===== src/rtl/core/ssr_pkg.sv =====
// Shared constants and types for the streaming substring replacer.
package ssr_pkg;

  localparam int MAX_PATTERN_DEF     = 8;
  localparam int MAX_REPLACEMENT_DEF = 8;

  // Number of result groups the output queue holds; a power of two.
  localparam int QUEUE_DEPTH = 4;

  localparam int CFG_IDX_W  = 3;
  localparam int CFG_DATA_W = 64;

  localparam logic [CFG_IDX_W-1:0] REG_PATTERN_BYTES      = 3'd0;
  localparam logic [CFG_IDX_W-1:0] REG_PATTERN_LENGTH     = 3'd1;
  localparam logic [CFG_IDX_W-1:0] REG_REPLACEMENT_BYTES  = 3'd2;
  localparam logic [CFG_IDX_W-1:0] REG_REPLACEMENT_LENGTH = 3'd3;

  typedef struct packed {
    logic load;
    logic shift;
  } cell_ctl_t;

endpackage


===== src/rtl/core/ssr_cell.sv =====
// One window cell: holds a byte, compares it with its pattern byte, shifts towards the head.
module ssr_cell (
  input  logic              clk,
  input  ssr_pkg::cell_ctl_t ctl,
  input  logic              sel,
  input  logic [7:0]        in_byte,
  input  logic [7:0]        nb_byte,
  input  logic [7:0]        pat_byte,
  input  logic              active,
  output logic [7:0]        view_byte,
  output logic              match
);

  logic [7:0] held;

  assign view_byte = sel ? in_byte : held;
  assign match     = !active || (view_byte == pat_byte);

  always_ff @(posedge clk) begin
    if (ctl.load) begin
      held <= ctl.shift ? nb_byte : view_byte;
    end
  end

endmodule


===== src/rtl/core/ssr_queue.sv =====
// Queue of result groups with a serialiser that hands out one word per cycle while the output is not stalled.
module ssr_queue #(
  parameter int SLOTS = 8
) (
  input  logic                            clk,
  input  logic                            rst,
  input  logic                            push,
  input  logic [SLOTS*8-1:0]              push_data,
  input  logic [$clog2(SLOTS+1)-1:0]      push_count,
  input  logic                            push_last,
  output logic                            full,
  output logic                            dst_valid,
  input  logic                            dst_stall,
  output logic [7:0]                      out_byte,
  output logic                            out_valid,
  output logic                            out_last
);

  localparam int DEPTH = ssr_pkg::QUEUE_DEPTH;
  localparam int AW    = (DEPTH > 1) ? $clog2(DEPTH) : 1;
  localparam int CW    = $clog2(SLOTS + 1);
  localparam int SW    = (SLOTS > 1) ? $clog2(SLOTS) : 1;

  logic [SLOTS*8-1:0] data [DEPTH];
  logic [CW-1:0]      cnt  [DEPTH];
  logic               lst  [DEPTH];

  logic [AW-1:0] wr_ptr;
  logic [AW-1:0] rd_ptr;
  logic [AW:0]   used;
  logic [SW-1:0] slot;

  logic [CW-1:0] head_cnt;
  logic          end_of_group;
  logic          take;
  logic          pop;
  logic          put;

  assign head_cnt     = cnt[rd_ptr];
  assign end_of_group = (head_cnt == '0) || ((CW'(slot) + CW'(1)) == head_cnt);
  assign dst_valid    = (used != '0);
  assign full         = (used == (AW+1)'(DEPTH));
  assign take         = dst_valid && !dst_stall;
  assign pop          = take && end_of_group;
  assign put          = push && !full;

  assign out_valid = (head_cnt != '0);
  assign out_byte  = out_valid ? data[rd_ptr][slot*8 +: 8] : 8'h00;
  assign out_last  = lst[rd_ptr] && end_of_group;

  always_ff @(posedge clk) begin
    if (put) begin
      data[wr_ptr] <= push_data;
      cnt[wr_ptr]  <= push_count;
      lst[wr_ptr]  <= push_last;
    end
  end

  always_ff @(posedge clk) begin
    if (rst) begin
      wr_ptr <= '0;
      rd_ptr <= '0;
      used   <= '0;
      slot   <= '0;
    end else begin
      if (put) begin
        wr_ptr <= wr_ptr + AW'(1);
      end
      if (take) begin
        if (end_of_group) begin
          rd_ptr <= rd_ptr + AW'(1);
          slot   <= '0;
        end else begin
          slot <= slot + SW'(1);
        end
      end
      if (put && !pop) begin
        used <= used + (AW+1)'(1);
      end else if (pop && !put) begin
        used <= used - (AW+1)'(1);
      end
    end
  end

endmodule


===== src/rtl/core/stream_substring_replace.sv =====
// Top level of the streaming substring replacer: window cells, match logic and output queue.
// A byte's results go into the output queue when the byte is taken and are offered from there.
// Throughput: one byte per cycle while each byte yields at most one word and no stall holds
// the output; a four-group queue absorbs replacement and flush bursts.
// Reset clears the window fill, the queue and the registers (pattern length one, others zero).
module stream_substring_replace #(
  parameter int MAX_PATTERN     = ssr_pkg::MAX_PATTERN_DEF,
  parameter int MAX_REPLACEMENT = ssr_pkg::MAX_REPLACEMENT_DEF
) (
  input  logic                           clk,
  input  logic                           rst,
  input  logic                           cfg_valid,
  output logic                           cfg_ready,
  input  logic [ssr_pkg::CFG_IDX_W-1:0]  cfg_index,
  input  logic [ssr_pkg::CFG_DATA_W-1:0] cfg_data,
  input  logic                           src_valid,
  output logic                           src_stall,
  input  logic [7:0]                     in_byte,
  input  logic                           is_last,
  output logic                           dst_valid,
  input  logic                           dst_stall,
  output logic [7:0]                     out_byte,
  output logic                           out_valid,
  output logic                           out_last
);

  localparam int SLOTS = (MAX_PATTERN > MAX_REPLACEMENT) ? MAX_PATTERN :
                         ((MAX_REPLACEMENT > 0) ? MAX_REPLACEMENT : 1);
  localparam int FW    = $clog2(MAX_PATTERN + 1);
  localparam int CW    = $clog2(SLOTS + 1);

  logic [63:0] pattern_bytes;
  logic [3:0]  pattern_length;
  logic [63:0] replacement_bytes;
  logic [3:0]  replacement_length;
  logic [FW-1:0] fill;
  logic [FW-1:0] fill_next;

  logic [3:0] plen;
  logic [3:0] rlen;
  logic [3:0] fill4;
  logic       accept;
  logic       cfg_write;
  logic       full_win;
  logic       hit;
  logic       push;
  logic       q_full;
  logic [CW-1:0]      grp_count;
  logic [SLOTS*8-1:0] grp_data;
  ssr_pkg::cell_ctl_t cell_ctl;

  logic [7:0]             view [MAX_PATTERN];
  logic [MAX_PATTERN-1:0] match;

  assign cfg_ready = 1'b1;
  assign cfg_write = cfg_valid && cfg_ready;
  assign src_stall = q_full;
  assign accept    = src_valid && !src_stall;

  assign plen = (pattern_length == 4'd0) ? 4'd1 :
                (pattern_length > 4'(MAX_PATTERN)) ? 4'(MAX_PATTERN) : pattern_length;
  assign rlen = (replacement_length > 4'(MAX_REPLACEMENT)) ? 4'(MAX_REPLACEMENT) :
                replacement_length;

  assign fill4    = 4'(fill);
  assign full_win = ((fill4 + 4'd1) == plen);
  assign hit      = full_win && (&match);

  assign cell_ctl.load  = accept;
  assign cell_ctl.shift = full_win && !hit;

  for (genvar k = 0; k < MAX_PATTERN; k++) begin : g_cell
    logic [7:0] nb;
    if (k + 1 < MAX_PATTERN) begin : g_mid
      assign nb = view[k+1];
    end else begin : g_end
      assign nb = 8'h00;
    end
    ssr_cell u_cell (
      .clk       (clk),
      .ctl       (cell_ctl),
      .sel       (fill4 == 4'(k)),
      .in_byte   (in_byte),
      .nb_byte   (nb),
      .pat_byte  (pattern_bytes[k*8 +: 8]),
      .active    (4'(k) < plen),
      .view_byte (view[k]),
      .match     (match[k])
    );
  end

  for (genvar i = 0; i < SLOTS; i++) begin : g_grp
    if (i < MAX_PATTERN) begin : g_win
      assign grp_data[i*8 +: 8] = hit ? replacement_bytes[i*8 +: 8] : view[i];
    end else begin : g_rep
      assign grp_data[i*8 +: 8] = hit ? replacement_bytes[i*8 +: 8] : 8'h00;
    end
  end

  assign grp_count = hit ? CW'(rlen) : (is_last ? CW'(fill4 + 4'd1) : CW'(full_win));
  assign push      = accept && ((grp_count != '0) || is_last);

  always_comb begin
    fill_next = fill;
    if (cfg_write && (cfg_index == ssr_pkg::REG_PATTERN_LENGTH)) begin
      fill_next = '0;
    end else if (accept) begin
      if (is_last || hit) begin
        fill_next = '0;
      end else if (!full_win) begin
        fill_next = FW'(fill4 + 4'd1);
      end
    end
  end

  always_ff @(posedge clk) begin
    if (rst) begin
      pattern_bytes      <= '0;
      pattern_length     <= 4'd1;
      replacement_bytes  <= '0;
      replacement_length <= '0;
      fill               <= '0;
    end else begin
      fill <= fill_next;
      if (cfg_write) begin
        unique case (cfg_index)
          ssr_pkg::REG_PATTERN_BYTES:      pattern_bytes      <= cfg_data;
          ssr_pkg::REG_PATTERN_LENGTH:     pattern_length     <= cfg_data[3:0];
          ssr_pkg::REG_REPLACEMENT_BYTES:  replacement_bytes  <= cfg_data;
          ssr_pkg::REG_REPLACEMENT_LENGTH: replacement_length <= cfg_data[3:0];
          default: ;
        endcase
      end
    end
  end

  ssr_queue #(
    .SLOTS (SLOTS)
  ) u_queue (
    .clk        (clk),
    .rst        (rst),
    .push       (push),
    .push_data  (grp_data),
    .push_count (grp_count),
    .push_last  (is_last),
    .full       (q_full),
    .dst_valid  (dst_valid),
    .dst_stall  (dst_stall),
    .out_byte   (out_byte),
    .out_valid  (out_valid),
    .out_last   (out_last)
  );

endmodule


===== config.mk =====
export PLATFORM = sky130hd
export DESIGN_NAME = stream_substring_replace
export DESIGN_NICKNAME = d
export VERILOG_FILES = /design/src/rtl/core/ssr_pkg.sv /design/src/rtl/core/ssr_cell.sv /design/src/rtl/core/ssr_queue.sv /design/src/rtl/core/stream_substring_replace.sv
export SDC_FILE = /design/constraint.sdc
export NUM_CORES = 1
export LEC_CHECK = 0
export ABC_AREA = 1
export BUFFER_PORTS_ARGS = -buffer_cell sky130_fd_sc_hd__buf_4
export CORE_MARGIN = 1.5
export CORE_UTILIZATION = 30
export CTS_CLUSTER_SIZE = 14
export DETAILED_ROUTE_END_ITERATION = 10
export SLEW_MARGIN = 20
export SYNTH_ARGS = -nofsm -noshare
export SYNTH_HDL_FRONTEND = slang
export SYNTH_SLANG_ARGS = --single-unit

===== constraint.sdc =====
create_clock -name clk -period 8.5 [get_ports clk]
set_input_delay 1.7 -clock clk [delete_from_list [all_inputs] [get_ports clk]]
set_output_delay 1.7 -clock clk [all_outputs]
set_load 0.05 [all_outputs]

==> results.cfg <==
[placement]
port_buffers = 92
hpwl_um = 44800
gp_congestion = 0.894

[layout]
diodes = 0
register_area_um2 = 13300
fin_util = 0.348
multiInputGateArea_um2 = 7630
layout_commonest_cell = nand2_1
nFillCells = 7373
drive_above_1_share = 0.0937
final_nets = 2538
areaGrowthSynthToFinish_pct = 14.9
final_cell_mix = nand2_1 (469), o21ai_0 (350), nor2_1 (341)

[global_routing]
antenna_found_initial = 4
groute.usage.overall = 0.176
overflow = 0
grt_pass1_vias = 16200
grt_first_pass_wirelength_um = 100000
grt_start_max_net_pins = 97

[critical_path]
crit_path_start_kind = register
path_buf_inv = 4
slowest_delay_ps = 620
cp_data_arrival_time_ps = 6180
critPathSlowestCell = nand3_4
cp-end-kind = register
cpLargestDelayFamily = simple AND/OR/NAND/NOR gates
worst-path-max-fanout = 61
crit_type = register to register
worst_ep_required_time_ps = 8990
critPathMostFrequentCell = nand2_1

[die]
die_area_um2 = 75300
chipWidth_um = 274
die_y_um = 274
initial_core_util = 0.303
core_area_um2 = 73000
pin_count = 94
rows = 99

[sta]
worstMarginPinSlew_ps = 1040
hold_viol_final = 0
hold_ws_ps = 462
slew_headroom = 0.301
fmax_mhz = 176
drv_slew = 0
finalSetupViolations = 0
period_needed_ps = 5690
finalCritPeriodShare = 0.669
rsz0062_at_grt = false
skew_ps = 12.2

[clocking]
cts_setup_buffers = 0
clk_latency_ps = 600
clkSlewWorstSetupHoldPaths_ps = 60
cts_resized = 0
root_buffer = clkbuf_16
numCtsBuffers = 49
cts.hold.buffers_added = 0
tritoncts = built
htree_levels = 2
clockBufferDepth = 3
cts_sinks = 492

[pwr]
cellPowerDensity_nw_per_um2 = 326
ir_drop_uv = 155
p_leak_nw = 9.53

[yosys]
synth_area_per_cell_um2 = 9.12
syn_area_um2 = 22100
synthTopCellsByArea = edfxtp_1 (46%), dfxtp_1 (14%), nand2_1 (8.0%)
synth-seq-cells = 492
yosysWarnings = 0
syn_nets = 2514
yosys.area.top_type_share = 0.462
ys_types = 40
syn_inst = 2422
synth_top_cell_by_area = edfxtp_1
seq_area_frac_synth = 0.600

[routing]
drt-initial-drc-count = 1724
vias = 17400
dr.pass1.iters = 6
vias_per_cell = 5.06
wl_per_cell_um = 19.6
wl_um = 67500
ant_nets = 0
drc_errors = 0

[run_status]
outcome = complete, no violations

[job]
cap_violations = 0

[hold_path]
hp-class = register to register
-- final timing paths --
path,depth (start not counted),startpoint,end,slack (ps)
worst max register to register,26,fill[0],u_queue.used[1],2810
worst min-delay path,2,replacement_length[2],replacement_length[2],460
worst max-delay path,26,fill[0],u_queue.used[1],2810
worst min register to register,2,replacement_length[2],replacement_length[2],460
-- worst reg2reg max path: cells and delay by family (launching register included) --
| family | cells | cell delay [ps] |
|---|---|---|
| adders and majority gates | 3 | 1160 |
| AOI/OAI and AO/OA | 2 | 210 |
| DFF | 1 | 360 |
| buffers and inverters | 4 | 740 |
| and+or+nand+nor | 17 | 3110 |
-- flip-flops by register name, summed over array words and instances (netlist names), named ones only --
register	cells
fill	4
g_cell.u_cell.held	64
pattern_bytes	64
pattern_length	4
replacement_bytes	64
replacement_length	4
u_queue.cnt	16
u_queue.data	256
u_queue.lst	4
u_queue.rd_ptr	2
u_queue.slot	3
u_queue.used	3
u_queue.wr_ptr	2
-- per-layer routing --
layer  share of wire  global-route usage  vias up  wire length [um]
li1                -                   -     8385                 -
met1            0.44               0.241     8338             29900
met2            0.45               0.277      604             30700
met3           0.069              0.0319      116              4640
met4           0.035              0.0638        0              2350
met5               0                   0        -                 0
-- layout make-up --
cell class | count | area share
Clock buffer | 73 | 0.0600
Clock inverter | 19 | 0.00789
Inverter | 182 | 0.0270
Multi-Input combinational cell | 1606 | 0.301
Sequential cell | 492 | 0.522
Tap cell | 959 | 0.0473
Timing Repair Buffer | 115 | 0.0350
-- synth_stat cells (all sizes together) --
library cell,number
nand2,475
o21ai,374
nor2,351
edfxtp,340
inv,179
nand3,155
dfxtp,152
clkbuf,113
a21oi,85
o221ai,48
a31oi,39
buf,29
o22ai,16
nand4,12
o211ai,11
ha,10
xor2,7
a211oi,4
a32o,4
nor3,4
xnor2,4
clkinv,3
o21bai,3
a22oi,1
conb,1
fa,1
o31ai,1
-- kinds of logic after synthesis --
group,count (synthesis),synth area share
buffers and inverters,324,0.0576
AO/OA/AOI/OAI,586,0.148
flip-flops,492,0.600
XOR/XNOR,11,0.00436
adder cells (fa/ha/maj),11,0.00657
AND/OR/NAND/NOR,997,0.184
other,1,0.000170
-- through the flow --
| step | setup TNS (ps) | cells | setup slack, ps | power [W] | instance area (um^2) |
|---|---|---|---|---|---|
| floorplan | -44690 | 2422 | -162 | 0.00506 | 22100 |
| global placement | 0 | 3354 | 2680 | 0.00600 | 23700 |
| detailed placement | 0 | 3354 | 2570 | 0.00602 | 23700 |
| CTS | 0 | 3446 | 2840 | 0.00830 | 25400 |
| global route | 0 | 3446 | 2250 | 0.00868 | 25400 |
| finish | 0 | 3446 | 2810 | 0.00827 | 25400 |
-- where the power goes --
| part | leakage (nW) | internal, W | switching (W) |
|---|---|---|---|
| Combinational | 4.28 | 0.000670 | 0.00194 |
| Clock | 0.853 | 0.00134 | 0.000956 |
| Sequential | 4.40 | 0.00322 | 0.000144 |
| Total | 9.53 | 0.00523 | 0.00304 |
(Power assumes the default switching activity.)
